## config.mk

```make
export PLATFORM = sky130hd
export DESIGN_NAME = cbor_item_head_encoder_unit
export DESIGN_NICKNAME = d
export VERILOG_FILES = /design/src/cih_pkg.sv /design/src/cih_decode.sv /design/src/cih_pack.sv /design/src/cih_serial.sv /design/src/cbor_item_head_encoder_unit.sv
export SDC_FILE = /design/constraint.sdc
export NUM_CORES = 1
export LEC_CHECK = 0
export BUFFER_PORTS_ARGS = -buffer_cell sky130_fd_sc_hd__buf_2
export CELL_PAD_IN_SITES_DETAIL_PLACEMENT = 1
export CELL_PAD_IN_SITES_GLOBAL_PLACEMENT = 2
export CORE_UTILIZATION = 25
export CTS_CLUSTER_SIZE = 20
export DETAILED_ROUTE_END_ITERATION = 6
export PLACE_DENSITY = 0.61
export SYNTH_ARGS = -nofsm -noshare
export SYNTH_HDL_FRONTEND = slang
export SYNTH_HIERARCHICAL = 1
export SYNTH_SLANG_ARGS = --single-unit
```

## constraint.sdc

```tcl
create_clock -name clk -period 2.5 [get_ports clk]
set_input_delay 0.25 -clock clk [delete_from_list [all_inputs] [get_ports clk]]
set_output_delay 0.25 -clock clk [all_outputs]
set_load 0.02 [all_outputs]
```

## src/cih_pkg.sv

```systemverilog
package cih_pkg;

  localparam logic [3:0] KIND_UINT      = 4'd0;
  localparam logic [3:0] KIND_INT       = 4'd1;
  localparam logic [3:0] KIND_BSTR      = 4'd2;
  localparam logic [3:0] KIND_TSTR      = 4'd3;
  localparam logic [3:0] KIND_ARRAY     = 4'd4;
  localparam logic [3:0] KIND_MAP       = 4'd5;
  localparam logic [3:0] KIND_BOOL      = 4'd6;
  localparam logic [3:0] KIND_NULL      = 4'd7;
  localparam logic [3:0] KIND_ARR_INDEF = 4'd8;
  localparam logic [3:0] KIND_MAP_INDEF = 4'd9;
  localparam logic [3:0] KIND_BREAK     = 4'd10;
  localparam logic [3:0] KIND_FLOAT     = 4'd11;

  // major types, already shifted into the top three bits
  localparam logic [7:0] MT_UINT = 8'h00;
  localparam logic [7:0] MT_NINT = 8'h20;
  localparam logic [7:0] MT_BSTR = 8'h40;
  localparam logic [7:0] MT_TSTR = 8'h60;
  localparam logic [7:0] MT_ARR  = 8'h80;
  localparam logic [7:0] MT_MAP  = 8'hA0;
  localparam logic [7:0] MT_SMPL = 8'hE0;

  localparam logic [4:0] AI_INLINE_MAX = 5'd23;
  localparam logic [4:0] AI_ONE        = 5'd24;
  localparam logic [4:0] AI_TWO        = 5'd25;
  localparam logic [4:0] AI_FOUR       = 5'd26;
  localparam logic [4:0] AI_INDEF      = 5'd31;
  localparam logic [4:0] AI_FALSE      = 5'd20;
  localparam logic [4:0] AI_NULL       = 5'd22;

  localparam logic [7:0] SINGLE_BIAS = 8'd127;
  localparam logic [7:0] HALF_BIAS   = 8'd15;

  // head classes handed from decode to pack
  localparam logic [1:0] CLS_HEAD = 2'd0;
  localparam logic [1:0] CLS_ONE  = 2'd1;
  localparam logic [1:0] CLS_FLT2 = 2'd2;
  localparam logic [1:0] CLS_FLT4 = 2'd3;

  localparam int MAX_BYTES = 5;

  typedef struct packed {
    logic [3:0]  kind;
    logic [31:0] value;
  } in_item_t;

  typedef struct packed {
    logic [7:0] out_byte;
    logic       last;
  } out_item_t;

  typedef struct packed {
    logic [1:0]  cls;
    logic [7:0]  ib;
    logic [31:0] arg;
  } dec_t;

  typedef struct packed {
    logic [MAX_BYTES-1:0][7:0] bytes;
    logic [2:0]                cnt;
  } pack_t;

endpackage

```

## src/cih_decode.sv

```systemverilog
module cih_decode (
  input  logic              clk,
  input  logic              rst_n,
  input  logic              hf_en,
  input  logic              in_valid,
  output logic              in_stall,
  input  cih_pkg::in_item_t in_data,
  output logic              dec_valid,
  input  logic              dec_ready,
  output cih_pkg::dec_t     dec_data
);
  import cih_pkg::*;

  logic       valid_r, valid_nxt;
  dec_t       data_r, data_nxt;
  logic       ready;
  logic       kind_ok;
  logic [7:0] fexp;
  logic [7:0] hexp;
  logic       half_ok;
  logic [4:0] he;

  assign ready    = !valid_r || dec_ready;
  assign in_stall = !ready;

  assign fexp = in_data.value[30:23];
  assign hexp = fexp + HALF_BIAS - SINGLE_BIAS;
  assign half_ok = hf_en && (in_data.value[12:0] == 13'd0) &&
                   ((fexp >= SINGLE_BIAS - 8'd14 && fexp <= SINGLE_BIAS + HALF_BIAS) ||
                    fexp == 8'hFF || fexp == 8'h00);
  // zero and all-ones exponents map straight through
  assign he = (fexp == 8'hFF || fexp == 8'h00) ? fexp[4:0] : hexp[4:0];

  always_comb begin
    kind_ok       = 1'b1;
    data_nxt.cls  = CLS_HEAD;
    data_nxt.ib   = MT_UINT;
    data_nxt.arg  = in_data.value;
    case (in_data.kind)
      KIND_UINT: data_nxt.ib = MT_UINT;
      KIND_INT: begin
        if (in_data.value[31]) begin
          data_nxt.ib  = MT_NINT;
          data_nxt.arg = ~in_data.value;
        end
      end
      KIND_BSTR:  data_nxt.ib = MT_BSTR;
      KIND_TSTR:  data_nxt.ib = MT_TSTR;
      KIND_ARRAY: data_nxt.ib = MT_ARR;
      KIND_MAP:   data_nxt.ib = MT_MAP;
      KIND_BOOL: begin
        data_nxt.cls = CLS_ONE;
        data_nxt.ib  = MT_SMPL | {3'd0, AI_FALSE + {4'd0, in_data.value[0]}};
      end
      KIND_NULL: begin
        data_nxt.cls = CLS_ONE;
        data_nxt.ib  = MT_SMPL | {3'd0, AI_NULL};
      end
      KIND_ARR_INDEF: begin
        data_nxt.cls = CLS_ONE;
        data_nxt.ib  = MT_ARR | {3'd0, AI_INDEF};
      end
      KIND_MAP_INDEF: begin
        data_nxt.cls = CLS_ONE;
        data_nxt.ib  = MT_MAP | {3'd0, AI_INDEF};
      end
      KIND_BREAK: begin
        data_nxt.cls = CLS_ONE;
        data_nxt.ib  = MT_SMPL | {3'd0, AI_INDEF};
      end
      KIND_FLOAT: begin
        data_nxt.ib = MT_SMPL;
        if (half_ok) begin
          data_nxt.cls = CLS_FLT2;
          data_nxt.arg = {16'd0, in_data.value[31], he, in_data.value[22:13]};
        end else begin
          data_nxt.cls = CLS_FLT4;
        end
      end
      default: kind_ok = 1'b0;
    endcase
  end

  // undefined kinds are taken and dropped here
  always_comb begin
    valid_nxt = valid_r;
    if (ready) valid_nxt = in_valid && kind_ok;
  end

  always_ff @(posedge clk) begin
    if (!rst_n) begin
      valid_r <= 1'b0;
    end else begin
      valid_r <= valid_nxt;
    end
  end

  always_ff @(posedge clk) begin
    if (ready && in_valid) data_r <= data_nxt;
  end

  assign dec_valid = valid_r;
  assign dec_data  = data_r;

endmodule

```

## src/cih_pack.sv

```systemverilog
module cih_pack (
  input  logic           clk,
  input  logic           rst_n,
  input  logic           dec_valid,
  output logic           dec_ready,
  input  cih_pkg::dec_t  dec_data,
  output logic           pk_valid,
  input  logic           pk_ready,
  output cih_pkg::pack_t pk_data
);
  import cih_pkg::*;

  logic        valid_r, valid_nxt;
  pack_t       data_r, data_nxt;
  logic [31:0] a;

  assign dec_ready = !valid_r || pk_ready;
  assign a = dec_data.arg;

  always_comb begin
    data_nxt.bytes = '0;
    data_nxt.cnt   = 3'd1;
    case (dec_data.cls)
      CLS_HEAD: begin
        if (a <= {27'd0, AI_INLINE_MAX}) begin
          data_nxt.bytes[0] = dec_data.ib | {3'd0, a[4:0]};
        end else if (a[31:8] == 24'd0) begin
          data_nxt.bytes[0] = dec_data.ib | {3'd0, AI_ONE};
          data_nxt.bytes[1] = a[7:0];
          data_nxt.cnt      = 3'd2;
        end else if (a[31:16] == 16'd0) begin
          data_nxt.bytes[0] = dec_data.ib | {3'd0, AI_TWO};
          data_nxt.bytes[1] = a[15:8];
          data_nxt.bytes[2] = a[7:0];
          data_nxt.cnt      = 3'd3;
        end else begin
          data_nxt.bytes[0] = dec_data.ib | {3'd0, AI_FOUR};
          data_nxt.bytes[1] = a[31:24];
          data_nxt.bytes[2] = a[23:16];
          data_nxt.bytes[3] = a[15:8];
          data_nxt.bytes[4] = a[7:0];
          data_nxt.cnt      = 3'd5;
        end
      end
      CLS_ONE: data_nxt.bytes[0] = dec_data.ib;
      CLS_FLT2: begin
        data_nxt.bytes[0] = dec_data.ib | {3'd0, AI_TWO};
        data_nxt.bytes[1] = a[15:8];
        data_nxt.bytes[2] = a[7:0];
        data_nxt.cnt      = 3'd3;
      end
      default: begin
        data_nxt.bytes[0] = dec_data.ib | {3'd0, AI_FOUR};
        data_nxt.bytes[1] = a[31:24];
        data_nxt.bytes[2] = a[23:16];
        data_nxt.bytes[3] = a[15:8];
        data_nxt.bytes[4] = a[7:0];
        data_nxt.cnt      = 3'd5;
      end
    endcase
  end

  always_comb begin
    valid_nxt = valid_r;
    if (dec_ready) valid_nxt = dec_valid;
  end

  always_ff @(posedge clk) begin
    if (!rst_n) begin
      valid_r <= 1'b0;
    end else begin
      valid_r <= valid_nxt;
    end
  end

  always_ff @(posedge clk) begin
    if (dec_ready && dec_valid) data_r <= data_nxt;
  end

  assign pk_valid = valid_r;
  assign pk_data  = data_r;

endmodule

```

## src/cih_serial.sv

```systemverilog
module cih_serial (
  input  logic               clk,
  input  logic               rst_n,
  input  logic               pk_valid,
  output logic               pk_ready,
  input  cih_pkg::pack_t     pk_data,
  output logic               out_valid,
  input  logic               out_stall,
  output cih_pkg::out_item_t out_data
);
  import cih_pkg::*;

  logic                      valid_r, valid_nxt;
  logic [2:0]                cnt_r, cnt_nxt;
  logic [MAX_BYTES-1:0][7:0] bytes_r, bytes_nxt;
  logic                      fire;
  logic                      done;

  assign fire     = valid_r && !out_stall;
  assign done     = fire && (cnt_r == 3'd1);
  // next item loads in the same cycle its predecessor's last byte leaves
  assign pk_ready = !valid_r || done;

  always_comb begin
    valid_nxt = valid_r;
    cnt_nxt   = cnt_r;
    bytes_nxt = bytes_r;
    if (pk_ready) begin
      valid_nxt = pk_valid;
      cnt_nxt   = pk_data.cnt;
      bytes_nxt = pk_data.bytes;
    end else if (fire) begin
      cnt_nxt   = cnt_r - 3'd1;
      bytes_nxt = bytes_r >> 8;
    end
  end

  always_ff @(posedge clk) begin
    if (!rst_n) begin
      valid_r <= 1'b0;
      cnt_r   <= 3'd0;
    end else begin
      valid_r <= valid_nxt;
      cnt_r   <= cnt_nxt;
    end
  end

  always_ff @(posedge clk) begin
    bytes_r <= bytes_nxt;
  end

  assign out_valid         = valid_r;
  assign out_data.out_byte = bytes_r[0];
  assign out_data.last     = (cnt_r == 3'd1);

  a_cnt_range: assert property (@(posedge clk) disable iff (!rst_n)
    valid_r |-> (cnt_r != 3'd0 && cnt_r <= 3'(MAX_BYTES)))
    else $error("byte count out of range");

  a_no_gap: assert property (@(posedge clk) disable iff (!rst_n)
    (fire && cnt_r != 3'd1) |=> valid_r)
    else $error("gap inside an item's head");

  a_count_down: assert property (@(posedge clk) disable iff (!rst_n)
    (fire && cnt_r != 3'd1) |=> (cnt_r == $past(cnt_r) - 3'd1))
    else $error("byte count did not step down");

  a_hold: assert property (@(posedge clk) disable iff (!rst_n)
    (valid_r && out_stall) |=> (cnt_r == $past(cnt_r)))
    else $error("count moved while stalled");

endmodule

```

## src/cbor_item_head_encoder_unit.sv

```systemverilog
// CBOR data item head encoder. Each input transaction (kind, value) yields the
// head bytes of one item, one output transaction per byte, most significant
// first, with last set on the final byte; undefined kinds 12 to 15 are taken
// and give no output. Three register stages (decode, byte packing, output
// serializer) lie between the input and the first output byte. An input can
// be taken every cycle while in_stall is low; a head of n bytes (1, 2, 3 or 5)
// holds the serializer until its last byte has left, so longer heads and
// out_stall hold the input back through in_stall. cfg_we writes
// half_float_enable from cfg_wdata; write it only while the pipeline is empty.
module cbor_item_head_encoder_unit (
  input  logic               clk,
  input  logic               rst_n,
  input  logic               in_valid,
  output logic               in_stall,
  input  cih_pkg::in_item_t  in_data,
  output logic               out_valid,
  input  logic               out_stall,
  output cih_pkg::out_item_t out_data,
  input  logic               cfg_we,
  input  logic               cfg_wdata
);
  import cih_pkg::*;

  logic  hf_en_r, hf_en_nxt;
  logic  dec_valid, dec_ready;
  dec_t  dec_data;
  logic  pk_valid, pk_ready;
  pack_t pk_data;

  assign hf_en_nxt = cfg_we ? cfg_wdata : hf_en_r;

  always_ff @(posedge clk) begin
    if (!rst_n) begin
      hf_en_r <= 1'b0;
    end else begin
      hf_en_r <= hf_en_nxt;
    end
  end

  cih_decode u_decode (
    .clk       (clk),
    .rst_n     (rst_n),
    .hf_en     (hf_en_r),
    .in_valid  (in_valid),
    .in_stall  (in_stall),
    .in_data   (in_data),
    .dec_valid (dec_valid),
    .dec_ready (dec_ready),
    .dec_data  (dec_data)
  );

  cih_pack u_pack (
    .clk       (clk),
    .rst_n     (rst_n),
    .dec_valid (dec_valid),
    .dec_ready (dec_ready),
    .dec_data  (dec_data),
    .pk_valid  (pk_valid),
    .pk_ready  (pk_ready),
    .pk_data   (pk_data)
  );

  cih_serial u_serial (
    .clk       (clk),
    .rst_n     (rst_n),
    .pk_valid  (pk_valid),
    .pk_ready  (pk_ready),
    .pk_data   (pk_data),
    .out_valid (out_valid),
    .out_stall (out_stall),
    .out_data  (out_data)
  );

endmodule
```

==> results of run 1 <==
[synth_stat cells, types with 3 or more instances]
cell / n / area [µm²]
buf_2: 5 / 25.02
ha_1: 10 / 125.1
clkbuf_1: 9 / 33.78
a22oi_1: 3 / 22.52
o211ai_1: 4 / 30.03
a22o_1: 4 / 35.03
o21ai_1: 5 / 25.02
nand3_1: 8 / 40.04
and2_1: 26 / 162.7
xnor2_1: 13 / 113.9
mux2i_1: 17 / 170.2
nor2_1: 18 / 67.56
buf_4: 10 / 75.07
o21ai_0: 13 / 65.06
nor4_2: 5 / 62.56
and3_1: 3 / 18.77
nor2b_1: 4 / 25.02
buf_6: 4 / 45.04
mux2_2: 35 / 394.1
nand2_1: 30 / 112.6
nor3_1: 5 / 25.02
a21oi_1: 9 / 45.04
inv_1: 15 / 56.30
a221o_1: 3 / 30.03
edfxtp_1: 124 / 3724
dfxtp_1: 7 / 140.1
nand2b_1: 3 / 18.77
o21a_1: 5 / 37.54
a31oi_1: 10 / 62.56
a21o_1: 12 / 90.09
[power groups by stage]
stage,Sequential [µW],Clock [µW],Combinational [µW]
after CTS,2660,2430,464
final,2660,2370,458
after global routing,2670,2510,505
after floorplan,2660,0,313
after detailed placement,2700,0,462
after global placement,2700,0,453
[sequential cells by signal, indices dropped and copies added (netlist names), 3 cells and up]
name,count
u_serial/bytes_r,32
u_serial/out_data,8
u_pack/pk_data,43
u_serial/cnt_r,3
u_decode/dec_data,41
[final cells by class]
type	count	area [µm²]	share of cell area, %
repair buffers	63	380.4	5.150
multi-input cells	280	2112	28.60
inverters	15	56.30	0.7623
flip-flops and latches	131	3864	52.31
clock inverters	14	138.9	1.880
well taps	324	405.4	5.489
clock buffers	18	429.2	5.811
[through the flow]
stage	util, %	hold WS (ns)	power, µW	area [µm²]	setup slack [ns]
after floorplan	-	0.3782	2974	6212	0.2628
after global placement	28.03	0.4368	3152	6818	0.3799
after detailed placement	28.03	0.4509	3166	6818	0.3320
after CTS	30.37	0.09716	5557	7386	0.3980
after global routing	30.37	0.1183	5687	7386	0.2783
final	30.37	0.1192	5482	7386	0.3712
[logic make-up (layout without fill, tap and decap cells)]
family                   count (synthesis)  count (layout)  share of synthesized area, %
buffers and inverters                   44             110                         3.848
multiplexers                            52              52                         9.087
adder cells (fa/ha/maj)                 10              10                         2.015
flip-flops                             131             131                         62.22
AND/OR/NAND/NOR                        119             119                         11.12
AO/OA/AOI/OAI                           86              86                         9.873
XOR/XNOR                                13              13                         1.834
[per-layer routing]
layer / up-vias / routed length, µm / track usage [%]
met1: 1845 / 7088 / 15.72
li1: 1816 / - / -
met5: - / 0 / 0
met2: 79 / 6600 / 18.32
met3: 21 / 491 / 3.126
met4: 0 / 261 / 4.808
[worst max-delay path, delay by kind of cell (launching register included)]
family          cells  cell delay (ns)
simple gates        3             1.01
compound gates      2             0.48
flops               1             0.43
[worst max path at each step]
stage | from | endpoint | cells past startpoint
2_1_floorplan | u_serial/cnt_r[1] | u_decode/dec_data[0] | 8
3_3_place_gp | u_decode/dec_data[20] | u_pack/pk_data[20] | 4
3_5_place_dp | in_data[26] | u_decode/dec_data[14] | 6
4_1_cts | u_decode/dec_data[20] | u_pack/pk_data[6] | 5
5_1_grt | u_decode/dec_data[20] | u_pack/pk_data[17] | 5
6_report | u_decode/dec_data[20] | u_pack/pk_data[4] | 5
==> key figures, run 1 <==
Clock network
  – CTS H-Tree Depth: 4
  – # clock sinks: 131
  – Hold Buf Count CTS: 0
  – Post_cts resized: 0
  – Worst-path clk slew: 0.06 ns
  – CTS max path bufs: 2
  – Num CTS Buffers: 17
  – Clk_lat worst skew: 0.42 ns
  – Root Buffer: clkbuf_16
  – CTS tree: built
  – Setup repair bufs after CTS: 0

Worst setup path
  – Critical-path top delay cell: edfxtp_1
  – Worst r2r dst: u_pack/pk_data[4]
  – CP required: 2.71 ns
  – Crit path kind: flop to flop
  – Setup slack, reg-to-reg: 0.37 ns
  – Startpoint types: flop
  – Critical path endpoint category: flop
  – Worst path max stage delay: 0.43 ns
  – Crit path cell chain: nor4_2 -> nand4_2 -> nor3_1 -> a2111oi_0 -> a31oi_1
  – Crit Path Max Fanout: 5
  – CP arrival: 2.33 ns
  – Worst R2R Path Depth: 5
  – Worst r2r src: u_decode/dec_data[20]

STA
  – Clock Skew: 0.007631 ns
  – Final hold vios: 0
  – Worst-margin pin slew: 0.6215 ns
  – Unrepaired setup endpoints after global routing: false
  – Final setup vio count: 0
  – Maximum clock rate: 469.8 MHz
  – Setup_tns: 0 ns
  – Final Critical Period: 2.129 ns
  – Pins Over Slew Limit: 0
  – Fin crit share: 85.15%
  – Worst slew margin: 58.57%

Synth
  – YS warnings: 6
  – Post-Synthesis Cells: 455
  – Distinct cells, synth: 61
  – Sequential area share after synthesis: 62.22%
  – Post-Syn Area per Cell: 13.65 µm²
  – Flops & latches, synth: 131
  – Area of the mapped netlist: 6210 µm²
  – Number of flops mapped to enable cells by yosys: 124
  – Syn_nets: 507
  – Top FF cell, synth: edfxtp_1
  – Asr flop ratio synth: 0%

Floorplanning
  – Die Ht: 159.6 µm
  – Initial Util: 25.53%
  – Die X: 159.6 µm
  – IO Pins: 53
  – Die area: 25,470 µm²
  – Num rows: 57
  – Core area: 24,320 µm²

Cells and area
  – Ratio of cells with drive above 1 in the final layout: 28.41%
  – # nets final: 560
  – Most common cell after layout, fill and taps aside: edfxtp_1
  – Area growth syn-to-layout: 18.94%
  – Fillcell total: 2,609
  – N_diodes: 0
  – Finished Layout Cells: 845
  – Most frequent cells in the layout: 124 x edfxtp_1, 52 x buf_2, 35 x mux2_2

Global routing
  – GRT Overall Usage: 11.86%
  – Global-route wire length before repair: 22.89 mm
  – Vias in the first global route: 3,978
  – Pin count of the biggest net entering global routing: 47
  – GRT overflow: 0
  – Initial antenna violation count: 0

Placement
  – Post-DP HPWL: 10.74 mm
  – Cells after DPL: 813
  – IO buf count: 52
  – GPL Wtd Cong: 0.8662

Power
  – Clock power frac: 43.2%
  – Combinational power share: 8.4%
  – NetSw: 1251 µW
  – PwrDens: 742.3 nW/µm²
  – Internal power: 4231 µW
  – Worst vdd ir: 0.0002971 V
  – Pleak: 0.002775 µW
  – Seq pwr share: 48.4%
  – Switching part of the total: 22.82%

Route
  – Routed Wire Length: 14.44 mm
  – DRC violation count after routing: 0
  – Detailed Route Iter0 Violations: 191
  – First drt pass iteration count: 4
  – Vias per cell: 4.451
  – DRT antenna net count: 0
  – DR vias: 3,761
  – Routed WL per cell: 17.09 µm

Hold path
  – Hold path startpoint: in_valid
  – Tightest Hold Check Type: primary input to flop
  – Hold Crit Depth: 3
  – Worst Hold Endpoint: u_decode/dec_valid

Status
  – Status: completed

Flow run
  – Max-cap violations: 0
Note: power is estimated with default switching activity, not from simulation.
==> run 2, diff against run 1 <==
--- a/config.mk
+++ b/config.mk
@@ -5,13 +5,14 @@
 export SDC_FILE = /design/constraint.sdc
 export NUM_CORES = 1
 export LEC_CHECK = 0
+export ABC_AREA = 1
 export BUFFER_PORTS_ARGS = -buffer_cell sky130_fd_sc_hd__buf_2
 export CELL_PAD_IN_SITES_DETAIL_PLACEMENT = 1
 export CELL_PAD_IN_SITES_GLOBAL_PLACEMENT = 2
 export CORE_UTILIZATION = 25
 export CTS_CLUSTER_SIZE = 20
 export DETAILED_ROUTE_END_ITERATION = 6
-export PLACE_DENSITY = 0.61
+export PLACE_DENSITY = 0.66
 export SYNTH_ARGS = -nofsm -noshare
 export SYNTH_HDL_FRONTEND = slang
 export SYNTH_HIERARCHICAL = 1
==> run 2 against run 1 <==
Total power grew 9.9%. Critical endpoint is now u_decode/dec_data[27]. Count of clock-buffer cells in the layout increased by 1. Utilization fell by 0.43 points. Sequential cell count stayed put. Clock power is 6% higher. Largest power group unchanged. Die area grew 16%. Critical path depth rose by 5. Maximum frequency down 7.0%. Highest routed layer unchanged. Non-clock buffer count unchanged. Via count up 42%.
==> key figures, run 2 <==
Status
  – Status: completed

Cells and area
  – Fillcell total: 3,352
  – Area growth syn-to-layout: 16.54%
  – Ratio of cells with drive above 1 in the final layout: 18.11%
  – # nets final: 928
  – Most common cell after layout, fill and taps aside: nand2_1
  – Most frequent cells in the layout: 260 x nand2_1, 124 x edfxtp_1, 99 x nor2_1
  – N_diodes: 0
  – Max reg flops: 43

Placement
  – Post-DP HPWL: 14.33 mm
  – IO buf count: 52
  – Place WS: 0.1785 ns
  – GPL Wtd Cong: 0.8298

Global routing
  – Global-route wire length before repair: 30.54 mm
  – GRT Overall Usage: 13.83%
  – Initial antenna violation count: 0
  – Vias in the first global route: 5,372
  – Pin count of the biggest net entering global routing: 44
  – GRT overflow: 0

Worst setup path
  – CP arrival: 2.33 ns
  – Setup slack, reg-to-reg: 0.21 ns
  – Critical-path top delay cell: nor2_4
  – Crit path kind: flop to flop
  – CP required: 2.54 ns
  – Crit Path Max Fanout: 41
  – Startpoint types: flop
  – Crit path cell chain: inv_1 -> ha_1 -> nand2_4 -> nand2_4 -> nand2_8 -> inv_4 -> inv_1 -> nand2_1 -> nor2_1 -> nor2_4
  – Worst path max stage delay: 0.80 ns
  – Critical path endpoint category: flop

Synth
  – Sequential area share after synthesis: 53.55%
  – Area of the mapped netlist: 7216 µm²
  – Post-Syn Area per Cell: 8.725 µm²
  – Syn_nets: 879
  – Distinct cells, synth: 45
  – Number of flops mapped to enable cells by yosys: 124
  – Post-Synthesis Cells: 827
  – Top FF cell, synth: edfxtp_1
  – Asr flop ratio synth: 0%
  – Post-synth top area cell: edfxtp_1
  – Synth top area cells: edfxtp_1 52%, nand2_1 14%, nor2_1 5.2%, inv_1 4.4%, nand3_1 3.8%
  – YS warnings: 6
  – Commonest cells in the netlist: 260 x nand2_1, 124 x edfxtp_1, 100 x nor2_1, 84 x inv_1, 55 x nand3_1
  – Flops & latches, synth: 131
  – Most common cell in the netlist: nand2_1
  – Top cell type's share of synthesized area: 51.60%

STA
  – Unrepaired setup endpoints after global routing: false
  – Worst slew margin: 29.20%
  – Final worst slack: 0.2103 ns
  – Clock Skew: 0.009791 ns
  – Final setup vio count: 0
  – Pins Over Slew Limit: 0
  – Final Critical Period: 2.290 ns
  – Maximum clock rate: 436.7 MHz
  – Post-route worst hold slack: 0.07819 ns
  – Worst-margin pin slew: 1.060 ns
  – Final hold vios: 0
  – Fin crit share: 91.59%

Power
  – PwrDens: 716.8 nW/µm²
  – Internal power: 4463 µW
  – Pleak: 0.003670 µW
  – Switching part of the total: 25.96%
  – Seq pwr share: 45.8%
  – Combinational power share: 12.4%
  – Clock power frac: 41.8%
  – NetSw: 1565 µW
  – Worst vdd ir: 0.0004343 V

Route
  – DR vias: 5,324
  – Routed WL per cell: 15.07 µm
  – Detailed Route Iter0 Violations: 249
  – DRT antenna net count: 0
  – Routed Wire Length: 19.10 mm
  – DRC violation count after routing: 0
  – First drt pass iteration count: 4
  – Vias per cell: 4.202

Clock network
  – # clock sinks: 131
  – Root Buffer: clkbuf_16
  – CTS tree: built
  – Hold Buf Count CTS: 0
  – CTS max path bufs: 2
  – Clk_lat worst skew: 0.43 ns
  – Worst-path clk slew: 0.06 ns
  – Num CTS Buffers: 17
  – CTS H-Tree Depth: 4
  – Post_cts resized: 0
  – Setup repair bufs after CTS: 0

Floorplanning
  – Core area: 28,090 µm²
  – Die area: 29,550 µm²
  – IO Pins: 53
  – Die X: 171.9 µm
  – Die Ht: 171.9 µm
  – Num rows: 61
  – Initial Util: 25.69%

Flow run
  – Max-cap violations: 0

Hold path
  – Tightest Hold Check Type: primary input to flop
## run 2: metrics by stage
| stage | cells | instance area [µm²] | TNS (ns) | utilization (%) | power (µW) |
|---|---|---|---|---|---|
| 2_1_floorplan | 827 | 7227 | -17.40 | - | 3330 |
| 3_3_place_gp | 1235 | 7819 | 0 | 27.84 | 3558 |
| 3_5_place_dp | 1235 | 7819 | 0 | 27.84 | 3572 |
| 4_1_cts | 1267 | 8409 | 0 | 29.94 | 6121 |
| 5_1_grt | 1267 | 8409 | 0 | 29.94 | 6320 |
| 6_report | 1267 | 8409 | 0 | 29.94 | 6028 |
## run 2: per-layer routing
metal | wire length (µm) | global-route usage (%) | share of wire, % | up-vias
li1 | - | - | - | 2763
met1 | 9579 | 19.02 | 50 | 2477
met2 | 8799 | 21.84 | 46 | 67
met3 | 443 | 2.609 | 2.3 | 17
met4 | 277 | 4.309 | 1.5 | 0
met5 | 0 | 0 | 0 | -
## run 2: final timing paths
kind / cells after the start / startpoint / end
worst max-delay path: 10 / u_serial/cnt_r[1] / u_decode/dec_data[27]
worst min-delay path: 3 / cfg_we / hf_en_r
worst max register to register: 10 / u_serial/cnt_r[1] / u_decode/dec_data[27]
worst min register to register: 0 / u_decode/dec_data[38] / u_pack/pk_data[9]
## run 2: kinds of logic after synthesis
logic type | count (synthesis) | share of synthesized area (%)
compound gates | 68 | 5.427
xor+xnor | 1 | 0.1214
fa+ha+maj | 10 | 1.734
simple gates | 487 | 30.50
mux | 1 | 0.1560
buf+inv | 129 | 8.514
flops | 131 | 53.55
## run 2: power groups by stage
| stage | sequential, µW | combinational, µW | clock, µW |
|---|---|---|---|
| after floorplan | 2770 | 560 | 0 |
| after global placement | 2800 | 758 | 0 |
| after detailed placement | 2810 | 763 | 0 |
| after CTS | 2760 | 767 | 2590 |
| after global routing | 2780 | 859 | 2680 |
| final | 2760 | 750 | 2520 |
## run 2: critical path: cells and delay by family (launching register included)
| family | cells | cell delay, ns |
|---|---|---|
| adder cells (fa/ha/maj) | 1 | 0.19 |
| buffers and inverters | 3 | 0.18 |
| AND/OR/NAND/NOR | 6 | 1.19 |
| flip-flops | 1 | 0.31 |
## run 2: cell type report
| type | count | area (µm²) | share of cell area (%) |
|---|---|---|---|
| repair buffers | 63 | 355.3 | 4.226 |
| clock inverters | 13 | 157.7 | 1.875 |
| flip-flops and latches | 131 | 3864 | 45.95 |
| well taps | 378 | 473.0 | 5.624 |
| clock buffers | 19 | 432.9 | 5.148 |
| multi-input cells | 567 | 2756 | 32.78 |
| inverters | 96 | 370.4 | 4.404 |
